`src/rtl/crc_chk_pkg.sv`:
```
package crc_chk_pkg;

  // default sizes of the message and the generator
  localparam int DATA_BITS_DEF = 32;
  localparam int GEN_BITS_DEF  = 33;

  // received remainder is always 32 bits wide
  localparam int CHK_BITS = 32;

  // message bits consumed by one division stage
  localparam int BITS_PER_STAGE = 8;

  // widest remainder register and its shift amount
  localparam int CRC_W_MAX   = GEN_BITS_DEF - 1;
  localparam int SHAMT_W_MAX = $clog2(GEN_BITS_DEF);

  // result codes
  typedef enum logic [1:0] {
    ST_MISMATCH = 2'd0,
    ST_MATCH    = 2'd1,
    ST_BAD      = 2'd2
  } status_e;

  // values derived from the generator when it is written
  typedef struct packed {
    logic                   bad_gen;  // generator is zero
    logic [SHAMT_W_MAX-1:0] shamt;    // remainder width minus degree
    logic [CRC_W_MAX-1:0]   glow;     // generator below its top bit, left aligned
    logic [CHK_BITS-1:0]    hi_mask;  // remainder bits at or above the degree
  } cfg_t;

endpackage

```
`src/rtl/crc_chk_top.sv`:
```
// CRC remainder check. Each item carries a message word and a received
// remainder; the block divides message * x^r + remainder by the configured
// generator over GF(2) and returns match, mismatch, or unreasonable input
// (zero generator, or a remainder wider than r bits). One item is taken every
// cycle unless the result side stalls. The pipeline has one entry register that
// aligns the remainder, one division stage per 8 message bits and one result
// register. A stall on the result side holds the whole pipeline. The generator
// is to be written by the user through its own port while no item is in flight;
// the block itself does not enforce this. A write takes effect at the next edge.
// After reset the generator is zero and every item reports unreasonable input.
module crc_remainder_check_top #(
  parameter int DATA_BITS = crc_chk_pkg::DATA_BITS_DEF,
  parameter int GEN_BITS  = crc_chk_pkg::GEN_BITS_DEF
) (
  input  logic                               clk_i,
  input  logic                               rst_ni,
  input  logic                               cfg_valid_i,
  output logic                               cfg_ready_o,
  input  logic [GEN_BITS-1:0]                cfg_data_i,
  input  logic                               in_valid_i,
  output logic                               in_ready_o,
  input  logic [DATA_BITS-1:0]               data_word_i,
  input  logic [crc_chk_pkg::CHK_BITS-1:0]   check_bits_i,
  output logic                               out_valid_o,
  input  logic                               out_ready_i,
  output logic [1:0]                         check_status_o
);

  localparam int W       = GEN_BITS - 1;
  localparam int STEPS   = crc_chk_pkg::BITS_PER_STAGE;
  localparam int NUM_DIV = (DATA_BITS + STEPS - 1) / STEPS;
  localparam int DP      = NUM_DIV * STEPS;

  crc_chk_pkg::cfg_t cfg;
  logic              en;

  logic [NUM_DIV:0] v;
  logic [NUM_DIV:0] bad;
  logic [DP-1:0]    data [NUM_DIV+1];
  logic [W-1:0]     crc  [NUM_DIV+1];
  logic [W-1:0]     chk  [NUM_DIV+1];

  logic [W-1:0] glow;
  logic [W-1:0] chk_al;
  logic         oversize;

  logic                 out_valid_q;
  crc_chk_pkg::status_e status_d, status_q;

  crc_chk_cfg #(
    .GEN_BITS(GEN_BITS)
  ) u_cfg (
    .clk_i      (clk_i),
    .rst_ni     (rst_ni),
    .cfg_valid_i(cfg_valid_i),
    .cfg_ready_o(cfg_ready_o),
    .cfg_data_i (cfg_data_i),
    .cfg_o      (cfg)
  );

  // the pipeline moves whenever the result register is free or drained
  assign en         = !out_valid_q || out_ready_i;
  assign in_ready_o = en;

  // entry stage: align the remainder and flag unreasonable input
  assign glow     = cfg.glow[W-1:0];
  assign chk_al   = W'(check_bits_i[W-1:0] << cfg.shamt);
  assign oversize = |(check_bits_i & cfg.hi_mask);

  logic          v0_q, bad0_q;
  logic [DP-1:0] data0_q;
  logic [W-1:0]  chk0_q;

  always_ff @(posedge clk_i or negedge rst_ni) begin
    if (!rst_ni) begin
      v0_q <= 1'b0;
    end else if (en) begin
      v0_q <= in_valid_i;
    end
  end

  always_ff @(posedge clk_i) begin
    if (en) begin
      bad0_q  <= cfg.bad_gen || oversize;
      data0_q <= DP'(data_word_i);
      chk0_q  <= chk_al;
    end
  end

  assign v[0]    = v0_q;
  assign bad[0]  = bad0_q;
  assign data[0] = data0_q;
  assign crc[0]  = '0;
  assign chk[0]  = chk0_q;

  // division stages
  for (genvar s = 0; s < NUM_DIV; s++) begin : g_div
    crc_chk_div #(
      .W  (W),
      .DP (DP),
      .IDX(s)
    ) u_div (
      .clk_i  (clk_i),
      .rst_ni (rst_ni),
      .en_i   (en),
      .valid_i(v[s]),
      .bad_i  (bad[s]),
      .data_i (data[s]),
      .crc_i  (crc[s]),
      .chk_i  (chk[s]),
      .glow_i (glow),
      .valid_o(v[s+1]),
      .bad_o  (bad[s+1]),
      .data_o (data[s+1]),
      .crc_o  (crc[s+1]),
      .chk_o  (chk[s+1])
    );
  end

  // result stage: remainder is zero when the computed CRC equals the received one
  always_comb begin
    if (bad[NUM_DIV]) begin
      status_d = crc_chk_pkg::ST_BAD;
    end else if (crc[NUM_DIV] == chk[NUM_DIV]) begin
      status_d = crc_chk_pkg::ST_MATCH;
    end else begin
      status_d = crc_chk_pkg::ST_MISMATCH;
    end
  end

  always_ff @(posedge clk_i or negedge rst_ni) begin
    if (!rst_ni) begin
      out_valid_q <= 1'b0;
    end else if (en) begin
      out_valid_q <= v[NUM_DIV];
    end
  end

  always_ff @(posedge clk_i) begin
    if (en) begin
      status_q <= status_d;
    end
  end

  assign out_valid_o    = out_valid_q;
  assign check_status_o = status_q;

`ifndef SYNTH
  // an accepted item lands in the entry register
  assert property (@(posedge clk_i) disable iff (!rst_ni)
    in_valid_i && in_ready_o |=> v0_q)
    else $error("accepted item missing from entry stage");

  // the last division stage feeds the result register
  assert property (@(posedge clk_i) disable iff (!rst_ni)
    en && v[NUM_DIV] |=> out_valid_q)
    else $error("item lost before result stage");

  // a stall freezes every stage
  assert property (@(posedge clk_i) disable iff (!rst_ni)
    !en |=> $stable(v) && $stable(out_valid_q))
    else $error("pipeline moved during stall");

  // an empty pipeline cannot produce a result
  assert property (@(posedge clk_i) disable iff (!rst_ni)
    !out_valid_q && (v == '0) && !(in_valid_i && in_ready_o) |=> (v == '0))
    else $error("item appeared without acceptance");
`endif

endmodule

```
`src/rtl/crc_chk_cfg.sv`:
```
module crc_chk_cfg #(
  parameter int GEN_BITS = crc_chk_pkg::GEN_BITS_DEF
) (
  input  logic                clk_i,
  input  logic                rst_ni,
  input  logic                cfg_valid_i,
  output logic                cfg_ready_o,
  input  logic [GEN_BITS-1:0] cfg_data_i,
  output crc_chk_pkg::cfg_t   cfg_o
);

  localparam int W     = GEN_BITS - 1;
  localparam int DEG_W = $clog2(GEN_BITS);

  // reset value: zero generator
  localparam crc_chk_pkg::cfg_t CFG_RST = '{bad_gen: 1'b1, default: '0};

  logic [DEG_W-1:0]  deg;
  logic [DEG_W-1:0]  shamt;
  logic [W-1:0]      glow;
  crc_chk_pkg::cfg_t cfg_d, cfg_q;

  assign cfg_ready_o = 1'b1;

  // degree from the highest set bit
  always_comb begin
    deg = '0;
    for (int i = 0; i < GEN_BITS; i++) begin
      if (cfg_data_i[i]) begin
        deg = DEG_W'(i);
      end
    end
  end

  // left align the generator so the leading term drops off the top
  assign shamt = DEG_W'(W) - deg;
  assign glow  = W'(cfg_data_i[W-1:0] << shamt);

  always_comb begin
    cfg_d         = '0;
    cfg_d.bad_gen = (cfg_data_i == '0);
    cfg_d.shamt   = crc_chk_pkg::SHAMT_W_MAX'(shamt);
    cfg_d.glow    = crc_chk_pkg::CRC_W_MAX'(glow);
    for (int i = 0; i < crc_chk_pkg::CHK_BITS; i++) begin
      cfg_d.hi_mask[i] = (32'(i) >= 32'(deg));
    end
  end

  // after reset the generator is zero
  always_ff @(posedge clk_i or negedge rst_ni) begin
    if (!rst_ni) begin
      cfg_q <= CFG_RST;
    end else if (cfg_valid_i) begin
      cfg_q <= cfg_d;
    end
  end

  assign cfg_o = cfg_q;

endmodule

```
`src/rtl/crc_chk_div.sv`:
```
module crc_chk_div #(
  parameter int W   = crc_chk_pkg::CRC_W_MAX,
  parameter int DP  = crc_chk_pkg::DATA_BITS_DEF,
  parameter int IDX = 0
) (
  input  logic          clk_i,
  input  logic          rst_ni,
  input  logic          en_i,
  input  logic          valid_i,
  input  logic          bad_i,
  input  logic [DP-1:0] data_i,
  input  logic [W-1:0]  crc_i,
  input  logic [W-1:0]  chk_i,
  input  logic [W-1:0]  glow_i,
  output logic          valid_o,
  output logic          bad_o,
  output logic [DP-1:0] data_o,
  output logic [W-1:0]  crc_o,
  output logic [W-1:0]  chk_o
);

  localparam int STEPS = crc_chk_pkg::BITS_PER_STAGE;
  localparam int TOP   = DP - 1 - STEPS * IDX;

  logic [W-1:0] crc_d, crc_q;
  logic         valid_q, bad_q;
  logic [DP-1:0] data_q;
  logic [W-1:0] chk_q;

  // one message bit per step, most significant first
  always_comb begin
    logic fb;
    crc_d = crc_i;
    for (int k = 0; k < STEPS; k++) begin
      fb    = data_i[TOP-k] ^ crc_d[W-1];
      crc_d = W'(crc_d << 1) ^ (fb ? glow_i : '0);
    end
  end

  always_ff @(posedge clk_i or negedge rst_ni) begin
    if (!rst_ni) begin
      valid_q <= 1'b0;
    end else if (en_i) begin
      valid_q <= valid_i;
    end
  end

  always_ff @(posedge clk_i) begin
    if (en_i) begin
      bad_q  <= bad_i;
      data_q <= data_i;
      crc_q  <= crc_d;
      chk_q  <= chk_i;
    end
  end

  assign valid_o = valid_q;
  assign bad_o   = bad_q;
  assign data_o  = data_q;
  assign crc_o   = crc_q;
  assign chk_o   = chk_q;

endmodule
```
`config.mk`:
```
export PLATFORM = sky130hd
export DESIGN_NAME = crc_remainder_check_top
export DESIGN_NICKNAME = d
export VERILOG_FILES = /design/src/rtl/crc_chk_pkg.sv /design/src/rtl/crc_chk_top.sv /design/src/rtl/crc_chk_cfg.sv /design/src/rtl/crc_chk_div.sv
export SDC_FILE = /design/constraint.sdc
export NUM_CORES = 2
export LEC_CHECK = 0
export BUFFER_PORTS_ARGS = -buffer_cell sky130_fd_sc_hd__buf_2
export CAP_MARGIN = 25
export CORE_MARGIN = 2
export CORE_UTILIZATION = 45
export CTS_BUF_LIST = sky130_fd_sc_hd__clkbuf_16
export CTS_CLUSTER_SIZE = 25
export DETAILED_ROUTE_END_ITERATION = 8
export PLACE_DENSITY = 0.69
export SYNTH_ARGS = -nofsm -noshare
export SYNTH_HDL_FRONTEND = slang
export SYNTH_SLANG_ARGS = --single-unit
```
`constraint.sdc`:
```
create_clock -name clk_i -period 46.8 [get_ports clk_i]
set_input_delay 7.02 -clock clk_i [delete_from_list [all_inputs] [get_ports clk_i]]
set_output_delay 7.02 -clock clk_i [all_outputs]
set_load 0.005 [all_outputs]
```
==> results.cfg <==
[cts]
insertion_delay_ns = 0.60
cts_buffer_depth = 3
cts.clk_slew.worst_paths_ns = 0.07
cts_tree = yes
root_buffer = clkbuf_16
holdBufCountCts = 0
post_cts_resized = 0
cts_buffers = 47
postCtsSetupRepairBufs = 0
htree_levels = 2
cts_sinks = 452

[synthesis]
yosysTopAreaCell = edfxtp_1
syn_avg_cell_area_um2 = 9.624
yosysWarnings = 0
async_flop_share = 0.1704
yosysSeqAreaShare = 0.3911
synth_nets = 3609
yosys-top-cells-area = edfxtp_1 (33%), xnor2_1 (22%), nand2_1 (10%)
synth_top_cell_area_share = 0.3339
synth-edff-count = 375
netlist_area_mm2 = 0.03372
ys.flop_type = edfxtp_1
synth.distinct_cells = 83
syn_inst = 3504
ys_seq_elements = 452

[finish]
drive_gt1_frac = 0.1341
nNetsFinal = 3573
antenna_cells = 0
seq_area_mm2 = 0.01319
fin_area_mm2 = 0.03684
syn2layout_area_growth_pct = 9.249
fillers = 6685
multiInputGateArea_mm2 = 0.01939

[die]
die_h_um = 277.8
die_w_um = 277.8
core_mm2 = 0.07432
initial_utilization = 0.4538
dieArea_mm2 = 0.07715
ios = 107
core.rowCount = 100

[setup_path]
r2r_slack_ns = 41.48
critPathLaunchType = input port
end_kind = primary output
cp.required_ns = 39.78
path_cells = buf_2 > nand2b_4 > buf_2
critical_path.max_stage_delay_ns = 0.46
slowest_stage = nand2b_4
crit_buf_inv = 2
cp_common_cell = buf_2
path_delay_family = simple AND/OR/NAND/NOR gates
criticalPathCategory = input port to primary output
critical_path_arrival_ns = 7.78
cp_max_fo = 42

[timing]
setup_viol = 0
finalCriticalPeriod_ns = 14.80
drv_slew = 0
finalClockSkew_ns = 0.02139
tns_ns = 0
fin_crit_sh = 0.3162
clock.fmax_mhz = 67.58
finalHoldViolCount = 0
grt_setup_unrepaired = false
slew_headroom = 0.2809
tightest_slew_ns = 1.079
hold_ws_ns = 0.4125

[job]
drv_cap = 0

[placement]
dpl.hpwl_um = 54400
io_buffers = 105
routabilityCongestion = 0.8987
dpl_cell_area_mm2 = 0.03520

[drt]
wl_um = 79080
drt-initial-drc-count = 1823
first_pass_iters = 5
antenna_left = 0
dr_total_vias = 23868
wl_per_cell_um = 17.67
drc = 0
drt-vias-per-instance = 5.334

[grt]
antenna_found_initial = 3
grt_start_max_net_pins = 176
grt_first_pass_wirelength_um = 126500
grtUsageTotal = 0.2032
grt_pass1_vias = 22194
grt-ovfl-total = 0

[worst_hold_path]
hold_class = flip-flop to flip-flop

[status]
status = complete, no violations
-- cells by family after synthesis --
kind of cell	after synthesis	synth area share
adders and majority gates	3	0.001113
DFF	452	0.3911
other	1	0.0001112
muxes	135	0.05840
and+or+nand+nor	1278	0.1745
xor gates and xnor gates	1009	0.2714
buffers and inverters	315	0.03933
AOI/OAI and AO/OA	311	0.06415
-- Yosys cell counts, drive strengths merged (19+ instances only) --
master	n
nand2	931
nor2	91
mux2	24
mux2i	64
nor3	27
clkbuf	168
inv	40
a21oi	73
nand3	35
xnor2	839
o2bb2ai	19
edfxtp	375
o21ai	50
dfrtp	76
nor3b	77
mux4	47
buf	106
xor2	153
a211oi	26
nand4	21
-- worst reg2reg max path: stages (launching register included) --
cell	delay, ns
dfrtp_2	0.41
buf_4	0.51
nor2b_1	0.52
nand3_1	0.18
a31o_2	0.28
a211oi_1	0.72
nand4_1	0.21
nand2_1	0.19
xor2_2	0.14
buf_4	0.37
o311a_1	0.31
and3_2	0.87
nor3b_1	0.17
xor2_1	0.20
-- path summary, 6_finish.rpt --
kind                                       from                      end  cells past startpoint
setup / recovery                    out_ready_i               in_ready_o                      3
setup reg to reg                u_cfg.cfg_o[63]  g_div[2].u_div.crc_o[6]                     13
max in group asynchronous                rst_ni          u_cfg.cfg_o[63]                      2
hold / removal             g_div[2].u_div.bad_o     g_div[3].u_div.bad_o                      0
min in group asynchronous                rst_ni          u_cfg.cfg_o[28]                      1
hold reg to reg            g_div[2].u_div.bad_o     g_div[3].u_div.bad_o                      0
-- flip-flops by register name (all words and copies together), names as in the netlist --
name and flops:
check_status_o 2, u_cfg.cfg_o 71, g_div.u_div.bad_o 4, out_valid_o 1
v0_q 1, bad0_q 1, g_div.u_div.crc_o 128, data0_q 32
g_div.u_div.chk_o 128, g_div.u_div.data_o 48, chk0_q 32, g_div.u_div.valid_o 4
-- layer usage --
| layer | up-vias | global-route usage | routed length [um] |
|---|---|---|---|
| li1 | 11617 | - | - |
| met1 | 11431 | 0.2758 | 34490 |
| met2 | 695 | 0.3433 | 38410 |
| met4 | 2 | 0.05780 | 1958 |
| met5 | - | 0 | 13 |
| met3 | 123 | 0.02266 | 4201 |
-- metrics by stage --
stage / setup slack [ns] / instances / utilization
2_1_floorplan: 22.33 / 3504 / -
3_3_place_gp: 32.00 / 4382 / 0.4719
3_5_place_dp: 31.98 / 4388 / 0.4736
4_1_cts: 31.98 / 4475 / 0.4957
5_1_grt: 31.93 / 4475 / 0.4957
6_report: 32.00 / 4475 / 0.4957
-- cell usage in the layout (no fill, tap or decap), types with 64 or more instances in the layout --
cell type / n
nand2_1: 931
xnor2_1: 824
edfxtp_1: 375
xor2_1: 143
buf_2: 105
nor2_1: 91
buf_4: 78
dfrtp_1: 75
nor3b_2: 72
a21oi_1: 70
mux2i_1: 64
-- area by class of cell --
cell class / count / area share
clock buffers: 47 / 0.03192
clock inverters: 40 / 0.01267
inverters: 41 / 0.004177
multi-input cells: 2737 / 0.5262
flip-flops and latches: 452 / 0.3580
well taps: 969 / 0.03291
repair buffers: 189 / 0.03410
Power is left out: the tool's default activity adds up to more than one toggle a clock period on the data nets, which glitch-free logic cannot reach.
